[src/design/wsr_pkg.sv]
`timescale 1ns / 1ps
// ----------------------------------------------------------------------------
// wsr_pkg
// Shared types and constants for the waveform level store resampler.
// ----------------------------------------------------------------------------
package wsr_pkg;

  localparam int CAPACITY_DEF   = 1024;
  localparam int MAX_POINTS_DEF = 64;
  localparam logic [6:0] POINTS_RESET = 7'd64;

  localparam logic [1:0] ACT_APPEND  = 2'd0;
  localparam logic [1:0] ACT_CLEAR   = 2'd1;
  localparam logic [1:0] ACT_DISPLAY = 2'd2;
  localparam logic [1:0] ACT_LOOKUP  = 2'd3;

  typedef struct packed {
    logic [1:0]         action;
    logic signed [63:0] sample_time;
    logic [15:0]        sample_rms;
    logic [15:0]        sample_peak;
    logic signed [63:0] query_time;
    logic signed [63:0] range_start;
    logic signed [63:0] range_end;
  } item_t;

  typedef struct packed {
    logic [9:0]         index;
    logic [15:0]        rms_level;
    logic [15:0]        peak_level;
    logic signed [63:0] entry_time;
    logic [15:0]        max_rms;
    logic [15:0]        max_peak;
    logic [15:0]        average_rms;
    logic [10:0]        entry_count;
    logic               status;
    logic               last;
  } result_t;

  typedef struct packed {
    logic signed [63:0] etime;
    logic [15:0]        rms;
    logic [15:0]        peak;
  } entry_t;

endpackage

[src/design/wsr_div.sv]
`timescale 1ns / 1ps
// ----------------------------------------------------------------------------
// wsr_div
// Restoring divider, one quotient bit per cycle.
// ----------------------------------------------------------------------------
module wsr_div #(
  parameter int NW = 64,
  parameter int DW = 11
) (
  input  logic          clk,
  input  logic          rst,
  input  logic          go,
  input  logic [NW-1:0] dividend,
  input  logic [DW-1:0] divisor,
  output logic          done,
  output logic [NW-1:0] quo,
  output logic [DW-1:0] rem
);
  import wsr_pkg::*;

  localparam int CNTW = $clog2(NW + 1);

  logic [CNTW-1:0] cnt;
  logic [DW-1:0]   dvs;
  logic [DW:0]     shifted;
  logic            fits;

  assign shifted = {rem, quo[NW-1]};
  assign fits    = shifted >= {1'b0, dvs};

  always_ff @(posedge clk) begin
    if (rst) begin
      cnt  <= '0;
      done <= 1'b0;
    end else begin
      // strobe on the last quotient bit
      done <= !go && (cnt == CNTW'(1));
      if (go) begin
        cnt <= CNTW'(NW);
        quo <= dividend;
        rem <= '0;
        dvs <= divisor;
      end else if (cnt != '0) begin
        // remainder stays below divisor, so the low DW bits hold it
        rem <= fits ? DW'(shifted - {1'b0, dvs}) : shifted[DW-1:0];
        quo <= {quo[NW-2:0], fits};
        cnt <= cnt - 1'b1;
      end
    end
  end

endmodule

[config.mk]
export PLATFORM = sky130hd
export DESIGN_NAME = wsr_div
export DESIGN_NICKNAME = d
export VERILOG_FILES = /design/src/design/wsr_pkg.sv /design/src/design/wsr_div.sv
export SDC_FILE = /design/constraint.sdc
export NUM_CORES = 1
export LEC_CHECK = 0
export CELL_PAD_IN_SITES_DETAIL_PLACEMENT = 1
export CELL_PAD_IN_SITES_GLOBAL_PLACEMENT = 1
export CORE_ASPECT_RATIO = 0.7
export CORE_MARGIN = 5
export CORE_UTILIZATION = 30
export CTS_BUF_LIST = sky130_fd_sc_hd__clkbuf_4 sky130_fd_sc_hd__clkbuf_8
export CTS_CLUSTER_DIAMETER = 150
export CTS_CLUSTER_SIZE = 40
export DETAILED_ROUTE_END_ITERATION = 16
export DONT_BUFFER_PORTS = 1
export PLACE_DENSITY = 0.52
export SYNTH_ARGS = -nofsm -noshare
export SYNTH_HDL_FRONTEND = slang
export SYNTH_SLANG_ARGS = --single-unit
[constraint.sdc]
create_clock -name clk -period 15.4 [get_ports clk]
set_clock_uncertainty 0.05 [all_clocks]
set_input_delay 0.77 -clock clk [delete_from_list [all_inputs] [get_ports clk]]
set_output_delay 0.77 -clock clk [all_outputs]
set_load 0.05 [all_outputs]
==> results of run 1 <==
-- cell usage after synthesis, types with 2 or more instances --
master,n,area [µm²]
sky130_fd_sc_hd__edfxtp_1,86,2580
sky130_fd_sc_hd__mux2_1,63,709
sky130_fd_sc_hd__inv_1,17,63.8
sky130_fd_sc_hd__nor2_1,15,56.3
sky130_fd_sc_hd__ha_1,13,163
sky130_fd_sc_hd__nand2_1,13,48.8
sky130_fd_sc_hd__a21oi_1,11,55.1
sky130_fd_sc_hd__xnor2_1,10,87.6
sky130_fd_sc_hd__dfxtp_1,8,160
sky130_fd_sc_hd__o21ai_1,8,40.0
sky130_fd_sc_hd__nand3_1,5,25.0
sky130_fd_sc_hd__a21oi_2,4,35.0
sky130_fd_sc_hd__clkbuf_1,4,15.0
sky130_fd_sc_hd__nand2b_1,4,25.0
sky130_fd_sc_hd__o211ai_1,4,30.0
sky130_fd_sc_hd__o21ai_0,4,20.0
sky130_fd_sc_hd__a211oi_1,3,22.5
sky130_fd_sc_hd__buf_1,3,11.3
sky130_fd_sc_hd__nor3_1,3,15.0
sky130_fd_sc_hd__a21o_1,2,15.0
sky130_fd_sc_hd__buf_6,2,22.5
sky130_fd_sc_hd__nor3_4,2,32.5
sky130_fd_sc_hd__o211a_1,2,20.0
sky130_fd_sc_hd__o21a_1,2,15.0
sky130_fd_sc_hd__or3_4,2,22.5
-- logic make-up after synthesis --
kind of cell               count (synthesis)  share of synthesized area, %
and+or+nand+nor                           53                          6.47
DFF                                       94                          61.3
buffers and inverters                     28                          2.77
muxes                                     63                          15.9
xor gates and xnor gates                  11                          2.15
AOI/OAI and AO/OA                         48                          7.30
adders and majority gates                 14                          4.09
-- final cells by class --
cell class	count	area [µm²]	share of cell area, %
well taps	195	244	4.96
clock buffers	10	131	2.67
flip-flops and latches	94	2740	55.8
diodes	1	2.50	0.0509
repair buffers	2	15.0	0.305
clock inverters	6	93.8	1.91
multi-input cells	189	1620	32.9
inverters	18	67.6	1.37
-- sequential cells by signal, indices dropped and copies added, names as in the netlist --
name,cells
cnt,7
done,1
dvs,11
quo,64
rem,11
-- worst max path at each step --
stage / startpoint / end / slack, ps
6_report: rem[4] / rem[9] / 12490
5_1_grt: quo[63] / rem[10] / 12320
4_1_cts: rem[4] / rem[9] / 12480
3_5_place_dp: quo[63] / rem[10] / 12510
3_3_place_gp: rem[4] / rem[9] / 12550
2_1_floorplan: go / quo[0] / 9730
-- worst max-delay path, stage by stage, from the launching register on --
cell                       delay (ps)
sky130_fd_sc_hd__edfxtp_1         670
sky130_fd_sc_hd__ha_1             460
sky130_fd_sc_hd__a21o_1           210
sky130_fd_sc_hd__or3_4            330
sky130_fd_sc_hd__o21a_4           230
sky130_fd_sc_hd__nor3_4           340
sky130_fd_sc_hd__nor2_2           150
sky130_fd_sc_hd__a41o_1           230
-- per-stage QoR --
stage | area [µm²] | cells | hold WS, ps
2_1_floorplan | 4470 | 311 | 403
3_3_place_gp | 4690 | 498 | 417
3_5_place_dp | 4690 | 498 | 443
4_1_cts | 4910 | 514 | 379
5_1_grt | 4920 | 515 | 377
6_report | 4920 | 515 | 419
-- routing by layer --
layer | track usage, % | up-vias | part of all wire, %
li1 | - | 1171 | -
met1 | 17.4 | 1203 | 46
met2 | 17.8 | 107 | 43
met3 | 6.63 | 13 | 9.7
met4 | 3.27 | 2 | 1.3
met5 | 0 | - | 0.081
-- where the power goes --
group | switching (W) | internal [W]
registers | 0.000170 | 0.000344
clock network | 0.0000908 | 0.0000945
logic | 0.000126 | 0.0000839
==> flow_summary.html, run 1 <==
<table>
<tr><th>Metric</th><th>Value</th></tr>
<tr><th colspan="2">Setup path</th></tr>
<tr><td>Endpoint of the lowest-slack register-to-register path</td><td>rem[9]</td></tr>
<tr><td>Worst path required time</td><td>15480 ps</td></tr>
<tr><td>Largest fanout of any net on the critical path</td><td>7</td></tr>
<tr><td>R2R setup slack</td><td>roughly 12000 ps</td></tr>
<tr><td>Number of cells on the worst reg-to-reg path</td><td>7</td></tr>
<tr><td>Worst setup EP type</td><td>register</td></tr>
<tr><td>RR Startpoint</td><td>rem[4]</td></tr>
<tr><td>Critical Path Start Type</td><td>register</td></tr>
<tr><td>Arrival time worst endpoint</td><td>2990 ps</td></tr>
<tr><td>Critical Setup Path Class</td><td>register to register</td></tr>
<tr><th colspan="2">Synth</th></tr>
<tr><td>Main synth FF type</td><td>sky130_fd_sc_hd__edfxtp_1</td></tr>
<tr><td>Proportion of synthesized flip-flops having asynchronous set or reset</td><td>0%</td></tr>
<tr><td>Proportion of synthesized chip area in sequential cells</td><td>61.3%</td></tr>
<tr><td>Number of enable-type register cells in the synthesized netlist</td><td>86</td></tr>
<tr><td>Instance count of the mapped netlist</td><td>slightly above 300</td></tr>
<tr><td>Yosys synthesis warning count</td><td>0</td></tr>
<tr><td>Post-Synthesis Net Count</td><td>403</td></tr>
<tr><td>Cell variety after synth</td><td>between 40 and 50</td></tr>
<tr><td>Register bit count reported by yosys</td><td>94</td></tr>
<tr><td>Mean instance size in the synthesized netlist</td><td>around 14 µm²</td></tr>
<tr><td>Mapped cell area</td><td>about 0.0045 mm²</td></tr>
<tr><th colspan="2">STA</th></tr>
<tr><td>Final hold vios</td><td>0</td></tr>
<tr><td>Number of setup violations in the final report</td><td>0</td></tr>
<tr><td>Final Slew Violations</td><td>0</td></tr>
<tr><td>Relative slew slack</td><td>50.7%</td></tr>
<tr><td>Final period utilization</td><td>between 10% and 20%</td></tr>
<tr><td>Max frequency</td><td>~340 MHz</td></tr>
<tr><td>Final worst setup slack</td><td>about 12000 ps</td></tr>
<tr><td>Setup repair after global routing missed its margin</td><td>no</td></tr>
<tr><td>Clock period minus final worst setup slack</td><td>between 2000 and 3000 ps</td></tr>
<tr><td>Worst-Margin Slew</td><td>approximately 740 ps</td></tr>
<tr><td>Fin Setup TNS</td><td>0 ps</td></tr>
<tr><th colspan="2">Placed design</th></tr>
<tr><td>Count of buffers inserted at the top-level ports</td><td>0</td></tr>
<tr><td>Detailed-placement wirelength estimate</td><td>~8300 µm</td></tr>
<tr><td>GPL Wtd Cong</td><td>around 0.8</td></tr>
<tr><td>Worst slack at placement</td><td>around 13000 ps</td></tr>
<tr><th colspan="2">Clock network</th></tr>
<tr><td>Number of sinks on the clock net</td><td>between 90 and 100</td></tr>
<tr><td>TritonCTS buffer count</td><td>9</td></tr>
<tr><td>Gates resized, CTS repair</td><td>0</td></tr>
<tr><td>Clock tree from TritonCTS</td><td>built</td></tr>
<tr><td>CTS HTree Levels</td><td>3</td></tr>
<tr><td>Hold buffers post-CTS</td><td>0</td></tr>
<tr><td>Post-CTS setup buffers</td><td>0</td></tr>
<tr><td>Clock edge transition at the registers on the reported setup and hold paths</td><td>approximately 100 ps</td></tr>
<tr><td>Clock tree root buffer cell</td><td>sky130_fd_sc_hd__clkbuf_8</td></tr>
<tr><td>Clock tree buffer depth</td><td>2</td></tr>
<tr><td>Clock latency at the later pin of the worst-skew pair</td><td>370 ps</td></tr>
<tr><th colspan="2">Die</th></tr>
<tr><td>Die Outline Area</td><td>0.0175 mm²</td></tr>
<tr><td>Number of primary I/O pins</td><td>approximately 150</td></tr>
<tr><td>Number of rows in the core area</td><td>37</td></tr>
<tr><td>Placeable Area</td><td>roughly 0.015 mm²</td></tr>
<tr><td>Initial core utilization</td><td>30.5%</td></tr>
<tr><td>Die Y</td><td>approximately 110 µm</td></tr>
<tr><td>Chip Width</td><td>roughly 160 µm</td></tr>
<tr><th colspan="2">Global routing</th></tr>
<tr><td>Vias in the first global route</td><td>between 2000 and 3000</td></tr>
<tr><td>Wire length of the first global-routing pass</td><td>between 15000 and 20000 µm</td></tr>
<tr><td>GR Overflow Total</td><td>0</td></tr>
<tr><td>Global-route usage over all layers</td><td>12.8%</td></tr>
<tr><td>Number of antenna violations at the first check in global routing</td><td>2</td></tr>
<tr><td>Largest net degree at the start of global routing</td><td>77</td></tr>
<tr><th colspan="2">Routing</th></tr>
<tr><td>Number of detailed-routing iterations run before antenna repair</td><td>4</td></tr>
<tr><td>Initial DRC count</td><td>136</td></tr>
<tr><td>Count of nets left with antenna violations after detail routing</td><td>0</td></tr>
<tr><td>Drc violations</td><td>0</td></tr>
<tr><td>Wirelength per Cell</td><td>~22 µm</td></tr>
<tr><td>Detailed-route wire length</td><td>between 10000 and 15000 µm</td></tr>
<tr><td>Vias/cell</td><td>slightly below 5</td></tr>
<tr><td>Via Count</td><td>about 2500</td></tr>
<tr><th colspan="2">Worst hold path</th></tr>
<tr><td>End of the worst hold path</td><td>cnt[6]</td></tr>
<tr><td>Hold path startpoint</td><td>rst</td></tr>
<tr><td>Hold Crit Class</td><td>input pin to register</td></tr>
<tr><td>Hold Crit Depth</td><td>1</td></tr>
<tr><th colspan="2">Layout</th></tr>
<tr><td>Number of nets in the layout</td><td>406</td></tr>
<tr><td>Final core utilization</td><td>roughly 33%</td></tr>
<tr><td>Most frequent cells in the layout</td><td>86 x sky130_fd_sc_hd__edfxtp_1, 63 x sky130_fd_sc_hd__mux2_1, 17 x sky130_fd_sc_hd__inv_1</td></tr>
<tr><td>Most common cell after layout, fill and taps aside</td><td>sky130_fd_sc_hd__edfxtp_1</td></tr>
<tr><td>Fillers</td><td>1520</td></tr>
<tr><td>Area overhead of the layout relative to synthesis</td><td>9.96%</td></tr>
<tr><td>Layout cells sized above 1</td><td>just under 10%</td></tr>
<tr><th colspan="2">Outcome</th></tr>
<tr><td>Status</td><td>finished, final reports clean</td></tr>
<tr><th colspan="2">Power and ir drop</th></tr>
<tr><td>Leak pwr</td><td>~1.7 nW</td></tr>
<tr><td>Power density over the cells</td><td>around 180 mW/mm²</td></tr>
<tr><td>Total power draw</td><td>0.000909 W</td></tr>
<tr><td>IR Drop Worst-Case VDD</td><td>between 0.06 and 0.07 mV</td></tr>
<tr><th colspan="2">Run</th></tr>
<tr><td>Max_cap viols</td><td>0</td></tr>
</table>
Note: power is estimated with default switching activity, not from simulation.
==> run 2, diff against run 1 <==
--- a/config.mk
+++ b/config.mk
@@ -15,7 +15,7 @@
 export CTS_CLUSTER_SIZE = 40
 export DETAILED_ROUTE_END_ITERATION = 16
 export DONT_BUFFER_PORTS = 1
-export PLACE_DENSITY = 0.52
+export PLACE_DENSITY = 0.54
 export SYNTH_ARGS = -nofsm -noshare
 export SYNTH_HDL_FRONTEND = slang
 export SYNTH_SLANG_ARGS = --single-unit
==> constraint.sdc (replaced) <==
create_clock -name clk -period 2.56 [get_ports clk]
set_clock_uncertainty 0.05 [all_clocks]
set_input_delay 0.128 -clock clk [delete_from_list [all_inputs] [get_ports clk]]
set_output_delay 0.128 -clock clk [all_outputs]
set_load 0.05 [all_outputs]
==> run 2 against run 1 <==
Compared with the run above:
- maximum frequency grew 23%
- final cell count grew 18%
- final area grew 19%
- worst hold slack lost 320 ps
- first-iteration DRC count shrank 16%
- critical endpoint is now rem[10]
- routed wire length grew 10%
- core utilization grew 6.3 points
- global-route usage grew 1.1 points
- critical path type unchanged
- die area is the same
- non-clock buffer count grew 92
- sequential power grew to 5.5 times the previous value
- clock power grew to 5.6 times the previous value
==> flow_summary.html, run 2 (same netlist as run 1, synthesis figures left out) <==
<table>
<tr><th>Metric</th><th>Value</th></tr>
<tr><th colspan="2">Placed design</th></tr>
<tr><td>Cell count after placement</td><td>512 (+2.8%)</td></tr>
<tr><td>Placed cell areas</td><td>0.00484 mm² (+3.2%)</td></tr>
<tr><td>GPL Wtd Cong</td><td>0.793 (-0.59%)</td></tr>
<tr><td>Count of buffers inserted at the top-level ports</td><td>0 (unchanged)</td></tr>
<tr><td>Detailed-placement wirelength estimate</td><td>8310 µm (-0.36%)</td></tr>
<tr><th colspan="2">Die</th></tr>
<tr><td>Number of primary I/O pins</td><td>154 (unchanged)</td></tr>
<tr><td>Chip Width</td><td>156 µm (unchanged)</td></tr>
<tr><td>Die Y</td><td>112 µm (unchanged)</td></tr>
<tr><td>Placeable Area</td><td>0.0147 mm² (unchanged)</td></tr>
<tr><td>Number of rows in the core area</td><td>37 (unchanged)</td></tr>
<tr><td>Die Outline Area</td><td>0.0175 mm² (unchanged)</td></tr>
<tr><td>Initial core utilization</td><td>30.5% (unchanged)</td></tr>
<tr><th colspan="2">Run</th></tr>
<tr><td>Max_cap viols</td><td>0 (unchanged)</td></tr>
<tr><th colspan="2">Routing</th></tr>
<tr><td>Detailed-route wire length</td><td>12200 µm (+10%)</td></tr>
<tr><td>Via Count</td><td>2887 (+16%)</td></tr>
<tr><td>Wirelength per Cell</td><td>20.2 µm (-6.3%)</td></tr>
<tr><td>Vias/cell</td><td>4.76 (-1.7%)</td></tr>
<tr><td>Number of detailed-routing iterations run before antenna repair</td><td>4 (unchanged)</td></tr>
<tr><td>Drc violations</td><td>0 (unchanged)</td></tr>
<tr><td>Initial DRC count</td><td>114 (-16%)</td></tr>
<tr><td>Count of nets left with antenna violations after detail routing</td><td>0 (unchanged)</td></tr>
<tr><th colspan="2">Setup path</th></tr>
<tr><td>Most used cell along the critical path</td><td>sky130_fd_sc_hd__or3_4</td></tr>
<tr><td>Largest fanout of any net on the critical path</td><td>7 (unchanged)</td></tr>
<tr><td>Delay of the slowest critical-path stage</td><td>400 ps (-270 ps)</td></tr>
<tr><td>Critical Path Start Type</td><td>register</td></tr>
<tr><td>Arrival time worst endpoint</td><td>2430 ps (-560 ps)</td></tr>
<tr><td>List of cells traversed by the critical path</td><td>ha_1, a21o_1, or3_4, o21a_4, or3_4, nand3_2, o32ai_1</td></tr>
<tr><td>Critical Setup Path Class</td><td>register to register</td></tr>
<tr><td>Worst path required time</td><td>2620 ps (-12860 ps)</td></tr>
<tr><td>Worst setup EP type</td><td>register</td></tr>
<tr><td>Standard cell with the maximum stage delay on the critical path</td><td>sky130_fd_sc_hd__edfxtp_1</td></tr>
<tr><th colspan="2">Layout</th></tr>
<tr><td>Most common cell after layout, fill and taps aside</td><td>sky130_fd_sc_hd__edfxtp_1</td></tr>
<tr><td>Number of nets in the layout</td><td>498 (+23%)</td></tr>
<tr><td>Final cell count without fillers</td><td>606 (+18%)</td></tr>
<tr><td>Largest registers</td><td>quo (64), dvs (11), rem (11)</td></tr>
<tr><td>Fillers</td><td>1513 (-0.46%)</td></tr>
<tr><td>Register with the highest flop count</td><td>quo</td></tr>
<tr><td>Antenna Diode Count</td><td>0 (-1)</td></tr>
<tr><td>Final standard cell area without fillers</td><td>0.00584 mm² (+19%)</td></tr>
<tr><td>Flip-flop count of the largest register after layout</td><td>64 (unchanged)</td></tr>
<tr><td>Area of all sequential standard cells</td><td>0.00274 mm² (unchanged)</td></tr>
<tr><td>Most frequent cells in the layout</td><td>86 x sky130_fd_sc_hd__edfxtp_1, 77 x sky130_fd_sc_hd__dlygate4sd3_1, 63 x sky130_fd_sc_hd__mux2_1</td></tr>
<tr><td>Area occupied by multi-input gates</td><td>0.00165 mm² (+2.0%)</td></tr>
<tr><td>Layout cells sized above 1</td><td>12.2% (+2.4 points)</td></tr>
<tr><td>Area overhead of the layout relative to synthesis</td><td>30.6%</td></tr>
<tr><th colspan="2">Global routing</th></tr>
<tr><td>Global routing met3 resource utilization</td><td>4.47% (-2.2 points)</td></tr>
<tr><td>Number of antenna violations at the first check in global routing</td><td>0 (-2)</td></tr>
<tr><td>Wire length of the first global-routing pass</td><td>18700 µm (+10%)</td></tr>
<tr><td>Global-route usage over all layers</td><td>13.9% (+1.1 points)</td></tr>
<tr><td>Vias in the first global route</td><td>3246 (+16%)</td></tr>
<tr><td>Largest net degree at the start of global routing</td><td>76 (-1.3%)</td></tr>
<tr><td>Met2 track utilization from global routing</td><td>23.5% (+5.6 points)</td></tr>
<tr><td>Global Route met1 Usage</td><td>17.3% (-0.14 points)</td></tr>
<tr><td>GR Overflow Total</td><td>0 (unchanged)</td></tr>
<tr><td>Layer with the highest usage after global routing</td><td>met2</td></tr>
<tr><th colspan="2">STA</th></tr>
<tr><td>Fin Setup TNS</td><td>0 ps (unchanged)</td></tr>
<tr><td>Clock period minus final worst setup slack</td><td>2370 ps (-542 ps)</td></tr>
<tr><td>Final period utilization</td><td>92.5% (+74 points)</td></tr>
<tr><td>Final Slew Violations</td><td>0 (unchanged)</td></tr>
<tr><td>Worst hold slack</td><td>103 ps (-316 ps)</td></tr>
<tr><td>Worst-Margin Slew</td><td>561 ps (-179 ps)</td></tr>
<tr><td>Final hold vios</td><td>0 (unchanged)</td></tr>
<tr><td>Setup repair after global routing missed its margin</td><td>no</td></tr>
<tr><td>Relative slew slack</td><td>62.6% (+12 points)</td></tr>
<tr><td>Max frequency</td><td>422 MHz (+23%)</td></tr>
<tr><td>Number of setup violations in the final report</td><td>0 (unchanged)</td></tr>
<tr><th colspan="2">Worst hold path</th></tr>
<tr><td>Hold Crit Class</td><td>input pin to register</td></tr>
<tr><th colspan="2">Clock network</th></tr>
<tr><td>Clock edge transition at the registers on the reported setup and hold paths</td><td>100 ps (about the same)</td></tr>
<tr><td>CTS HTree Levels</td><td>3 (unchanged)</td></tr>
<tr><td>Clock tree from TritonCTS</td><td>built</td></tr>
<tr><td>Clock latency at the later pin of the worst-skew pair</td><td>370 ps (about the same)</td></tr>
<tr><td>Clock tree root buffer cell</td><td>sky130_fd_sc_hd__clkbuf_8</td></tr>
<tr><td>Number of sinks on the clock net</td><td>94 (unchanged)</td></tr>
<tr><td>Clock tree buffer depth</td><td>2 (unchanged)</td></tr>
<tr><td>TritonCTS buffer count</td><td>9 (unchanged)</td></tr>
<tr><th colspan="2">Power and ir drop</th></tr>
<tr><td>IR Drop Worst-Case VDD</td><td>0.316 mV (+410%)</td></tr>
<tr><td>Total power draw</td><td>0.00564 W (+520%)</td></tr>
<tr><td>Leak pwr</td><td>2.15 nW (+23%)</td></tr>
<tr><td>Power density over the cells</td><td>965 mW/mm² (+420%)</td></tr>
<tr><th colspan="2">Outcome</th></tr>
<tr><td>Status</td><td>finished, final reports clean</td></tr>
</table>
[run 2: what timing repair did]
item / CTS / global route
gates resized for setup: 0 / 0
hold buffers: 78 / 0
endpoints found under the hold margin: 91 / 0
setup endpoints to repair: 0 / 0
setup buffers: 0 / 0
[run 2: final timing paths]
path	startpoint	to	slack [ps]	cells after the start
max	rem[3]	rem[10]	190	7
min reg2reg	cnt[6]	cnt[6]	440	2
max reg2reg	rem[3]	rem[10]	190	7
min	rst	dvs[7]	100	2
[run 2: cell type report]
type	instances	share of cell area, %
flip-flops and latches	94	47.0
multi-input cells	189	28.3
repair buffers	94	15.9
well taps	195	4.18
clock buffers	9	2.12
clock inverters	7	1.37
inverters	18	1.16
[run 2: routing by layer]
| metal | vias to the layer above | wire length (µm) |
|---|---|---|
| li1 | 1355 | - |
| met1 | 1432 | 5360 |
| met5 | - | 0 |
| met4 | 0 | 153 |
| met2 | 88 | 5800 |
| met3 | 12 | 895 |
[run 2: metrics by stage]
| stage | util (%) | setup WS, ps |
|---|---|---|
| finish | 39.8 | 192 |
| detailed placement | 33.0 | 206 |
| global placement | 33.0 | 230 |
| floorplan | - | -58.7 |
| global route | 39.8 | 8.62 |
| CTS | 39.8 | 177 |
[run 2: where the power goes]
group	leakage (nW)	switching [W]	internal (W)
clock	0.102	0.000565	0.000466
sequential	0.897	0.000768	0.00207
combinational	1.15	0.00107	0.000702
total	2.15	0.00241	0.00323
[run 2: worst max-delay path: cells and delay by family (launching register included)]
kind                       cells  cell delay (ps)
AOI/OAI and AO/OA              3              530
DFF                            1              400
and+or+nand+nor                3              860
adders and majority gates      1              270
==> run 3, diff against run 2 <==
--- a/config.mk
+++ b/config.mk
@@ -15,7 +15,8 @@
 export CTS_CLUSTER_SIZE = 40
 export DETAILED_ROUTE_END_ITERATION = 16
 export DONT_BUFFER_PORTS = 1
-export PLACE_DENSITY = 0.54
+export PLACE_DENSITY = 0.52
+export SETUP_SLACK_MARGIN = 0.2
 export SYNTH_ARGS = -nofsm -noshare
 export SYNTH_HDL_FRONTEND = slang
 export SYNTH_SLANG_ARGS = --single-unit
==> constraint.sdc (replaced) <==
create_clock -name clk -period 2.4 [get_ports clk]
set_clock_uncertainty 0.05 [all_clocks]
set_input_delay 0.12 -clock clk [delete_from_list [all_inputs] [get_ports clk]]
set_output_delay 0.12 -clock clk [all_outputs]
set_load 0.05 [all_outputs]
==> run 3 against run 2 <==
Compared with the run above:
- flip-flop and latch count unchanged
- via count is 1.3% higher
- die area stayed put
- largest power group unchanged
- routed wire length is 1.2% lower
- core utilization is 0.97 points higher
- clock-buffer cell count stayed put
- clock power up 4%
- maximum frequency is essentially flat
- worst hold slack got worse by 12 ps
- final cell count is 2.0% higher
- global-route usage shrank 0.13 points
==> flow_summary.html, run 3 (same netlist as run 1, synthesis figures left out) <==
<table>
<tr><th>Metric</th><th>Value</th></tr>
<tr><th colspan="2">STA</th></tr>
<tr><td>Setup repair after global routing missed its margin</td><td>yes</td></tr>
<tr><td>Worst-Margin Slew</td><td>580 ps (+19.0 ps)</td></tr>
<tr><td>Final Slew Violations</td><td>0 (unchanged)</td></tr>
<tr><td>Number of setup violations in the final report</td><td>0 (unchanged)</td></tr>
<tr><td>Max frequency</td><td>423 MHz (about the same)</td></tr>
<tr><td>Relative slew slack</td><td>61.3% (-1.3 points)</td></tr>
<tr><td>Final hold vios</td><td>0 (unchanged)</td></tr>
<tr><td>Final period utilization</td><td>98.6% (+6.1 points)</td></tr>
<tr><td>Clock period minus final worst setup slack</td><td>2370 ps (-1.91 ps)</td></tr>
<tr><th colspan="2">Power and ir drop</th></tr>
<tr><td>Total power draw</td><td>0.00618 W (+9.6%)</td></tr>
<tr><td>IR Drop Worst-Case VDD</td><td>0.341 mV (+8.0%)</td></tr>
<tr><td>Leak pwr</td><td>2.22 nW (+3.1%)</td></tr>
<tr><td>Power density over the cells</td><td>1030 mW/mm² (+7.0%)</td></tr>
<tr><th colspan="2">Layout</th></tr>
<tr><td>Antenna Diode Count</td><td>0 (unchanged)</td></tr>
<tr><td>Largest registers</td><td>quo (64), dvs (11), rem (11)</td></tr>
<tr><td>Number of nets in the layout</td><td>510 (+2.4%)</td></tr>
<tr><td>Register with the highest flop count</td><td>quo</td></tr>
<tr><td>Fillers</td><td>1513 (unchanged)</td></tr>
<tr><td>Most frequent cells in the layout</td><td>86 x sky130_fd_sc_hd__edfxtp_1, 76 x sky130_fd_sc_hd__dlygate4sd3_1, 63 x sky130_fd_sc_hd__mux2_1</td></tr>
<tr><td>Area overhead of the layout relative to synthesis</td><td>33.8%</td></tr>
<tr><td>Layout cells sized above 1</td><td>17.7% (+5.6 points)</td></tr>
<tr><td>Flip-flop count of the largest register after layout</td><td>64 (unchanged)</td></tr>
<tr><td>Most common cell after layout, fill and taps aside</td><td>sky130_fd_sc_hd__edfxtp_1</td></tr>
<tr><td>Final core utilization</td><td>40.8% (+0.97 points)</td></tr>
<tr><th colspan="2">Routing</th></tr>
<tr><td>Vias/cell</td><td>4.73 (-0.69%)</td></tr>
<tr><td>Count of nets left with antenna violations after detail routing</td><td>0 (unchanged)</td></tr>
<tr><td>Number of detailed-routing iterations run before antenna repair</td><td>4 (unchanged)</td></tr>
<tr><td>Drc violations</td><td>0 (unchanged)</td></tr>
<tr><td>Wirelength per Cell</td><td>19.5 µm (-3.1%)</td></tr>
<tr><td>Via Count</td><td>2924 (+1.3%)</td></tr>
<tr><td>Initial DRC count</td><td>114 (unchanged)</td></tr>
<tr><td>Detailed-route wire length</td><td>12100 µm (-1.2%)</td></tr>
<tr><th colspan="2">Setup path</th></tr>
<tr><td>Worst path required time</td><td>2450 ps (-170 ps)</td></tr>
<tr><td>Critical Path Start Type</td><td>register</td></tr>
<tr><td>Arrival time worst endpoint</td><td>2420 ps (about the same)</td></tr>
<tr><td>Largest fanout of any net on the critical path</td><td>7 (unchanged)</td></tr>
<tr><td>RR Startpoint</td><td>rem[4]</td></tr>
<tr><td>Critical Setup Path Class</td><td>register to register</td></tr>
<tr><td>Number of cells on the worst reg-to-reg path</td><td>7 (unchanged)</td></tr>
<tr><td>Worst setup EP type</td><td>register</td></tr>
<tr><td>Endpoint of the lowest-slack register-to-register path</td><td>rem[8]</td></tr>
<tr><td>R2R setup slack</td><td>30 ps (-160 ps)</td></tr>
<tr><th colspan="2">Clock network</th></tr>
<tr><td>Clock latency at the later pin of the worst-skew pair</td><td>370 ps (about the same)</td></tr>
<tr><td>TritonCTS buffer count</td><td>9 (unchanged)</td></tr>
<tr><td>CTS HTree Levels</td><td>3 (unchanged)</td></tr>
<tr><td>Clock tree from TritonCTS</td><td>built</td></tr>
<tr><td>Number of sinks on the clock net</td><td>94 (unchanged)</td></tr>
<tr><td>Clock edge transition at the registers on the reported setup and hold paths</td><td>100 ps (about the same)</td></tr>
<tr><td>Clock tree root buffer cell</td><td>sky130_fd_sc_hd__clkbuf_8</td></tr>
<tr><td>Clock tree buffer depth</td><td>2 (unchanged)</td></tr>
<tr><th colspan="2">Global routing</th></tr>
<tr><td>Wire length of the first global-routing pass</td><td>18700 µm (+0.22%)</td></tr>
<tr><td>Vias in the first global route</td><td>3324 (+2.4%)</td></tr>
<tr><td>Global-route usage over all layers</td><td>13.8% (-0.13 points)</td></tr>
<tr><td>Largest net degree at the start of global routing</td><td>77 (+1.3%)</td></tr>
<tr><td>Number of antenna violations at the first check in global routing</td><td>0 (unchanged)</td></tr>
<tr><td>GR Overflow Total</td><td>0 (unchanged)</td></tr>
<tr><th colspan="2">Outcome</th></tr>
<tr><td>Status</td><td>finished, final reports clean</td></tr>
<tr><th colspan="2">Die</th></tr>
<tr><td>Number of rows in the core area</td><td>37 (unchanged)</td></tr>
<tr><td>Die Outline Area</td><td>0.0175 mm² (unchanged)</td></tr>
<tr><td>Initial core utilization</td><td>30.5% (unchanged)</td></tr>
<tr><td>Chip Width</td><td>156 µm (unchanged)</td></tr>
<tr><td>Die Y</td><td>112 µm (unchanged)</td></tr>
<tr><td>Placeable Area</td><td>0.0147 mm² (unchanged)</td></tr>
<tr><td>Number of primary I/O pins</td><td>154 (unchanged)</td></tr>
<tr><th colspan="2">Placed design</th></tr>
<tr><td>Detailed-placement wirelength estimate</td><td>8250 µm (-0.75%)</td></tr>
<tr><td>GPL Wtd Cong</td><td>0.817 (+3.0%)</td></tr>
<tr><td>Count of buffers inserted at the top-level ports</td><td>0 (unchanged)</td></tr>
<tr><th colspan="2">Worst hold path</th></tr>
<tr><td>End of the worst hold path</td><td>dvs[0]</td></tr>
<tr><td>Hold Crit Class</td><td>input pin to register</td></tr>
<tr><td>Hold Crit Depth</td><td>2 (unchanged)</td></tr>
<tr><td>Hold path startpoint</td><td>rst</td></tr>
<tr><th colspan="2">Run</th></tr>
<tr><td>Max_cap viols</td><td>0 (unchanged)</td></tr>
</table>
-- run 3: cell types whose count changed in the layout (fill, tap and decap cells not counted), moves of 2 or more --
cell / previous run / this run
sky130_fd_sc_hd__a21oi_1: 11 / 9
sky130_fd_sc_hd__inv_8: 1 / 3
sky130_fd_sc_hd__buf_4: 15 / 27
sky130_fd_sc_hd__dfxtp_1: 8 / 5
sky130_fd_sc_hd__o21ai_2: 0 / 2
sky130_fd_sc_hd__a21oi_2: 3 / 5
sky130_fd_sc_hd__inv_2: 1 / 3
sky130_fd_sc_hd__inv_1: 17 / 15
sky130_fd_sc_hd__dfxtp_2: 0 / 3
-- run 3: final cells by class --
cell class	count	area [µm²]	share of cell area [%]
inverters	18	67.6	1.13
clock inverters	7	75.1	1.25
repair buffers	106	1020	17.1
flip-flops and latches	94	2750	45.9
clock buffers	9	124	2.07
multi-input cells	189	1700	28.5
well taps	195	244	4.08
-- run 3: worst max path at each step --
| stage | startpoint | end | slack, ps | cells past startpoint |
|---|---|---|---|---|
| 3_3_place_gp | dvs[5] | rem[3] | 60 | 9 |
| 3_5_place_dp | rem[4] | rem[10] | 20 | 7 |
| 5_1_grt | rem[4] | rem[8] | -30 | 7 |
| 4_1_cts | rem[4] | rem[10] | 20 | 7 |
| 2_1_floorplan | rem[4] | rem[10] | -220 | 8 |
| 6_report | rem[4] | rem[8] | 30 | 7 |
-- run 3: per-stage QoR --
| step | cell area, µm² | cells | worst slack [ps] | setup TNS, ps | hold WS (ps) |
|---|---|---|---|---|---|
| final | 5980 | 618 | 34.2 | 0 | 91.0 |
| after global placement | 4910 | 519 | 58.1 | 0 | 142 |
| after global routing | 5980 | 618 | -29.8 | -153 | 73.7 |
| after floorplan | 4530 | 311 | -219 | -1950 | 139 |
| after detailed placement | 4910 | 519 | 24.0 | 0 | 144 |
| after CTS | 5940 | 615 | 19.4 | 0 | 67.8 |
-- run 3: power breakdown --
group,internal (W),switching (W)
Combinational,0.000881,0.00121
Sequential,0.00220,0.000813
Clock,0.000413,0.000660
Total,0.00350,0.00268
-- run 3: repair_timing --
item / 4_1_cts / 5_1_grt
gates resized for setup: 6 / 4
buffers inserted: 3 / 3
hold buffers: 77 / 0
endpoints found under the hold margin: 91 / 0
setup endpoints to repair: 12 / 12
pin swaps: 3 / 4
gates cloned: 0 / 0
-- run 3: layer usage --
| layer | share of wire [%] | track usage (%) | wire length (µm) | up-vias |
|---|---|---|---|---|
| li1 | - | - | - | 1382 |
| met1 | 43 | 17.2 | 5220 | 1437 |
| met2 | 48 | 22.6 | 5780 | 94 |
| met3 | 7.9 | 5.43 | 957 | 11 |
| met4 | 0.93 | 3.03 | 112 | 0 |
| met5 | 0 | 0 | 0 | - |
-- run 3: critical path, stage by stage, from the launching register on --
cell                       delay [ps]
sky130_fd_sc_hd__edfxtp_1         450
sky130_fd_sc_hd__ha_4             240
sky130_fd_sc_hd__a21o_1           170
sky130_fd_sc_hd__or3_4            340
sky130_fd_sc_hd__o21a_4           250
sky130_fd_sc_hd__or3_4            420
sky130_fd_sc_hd__a21oi_2          140
sky130_fd_sc_hd__a211oi_1          50
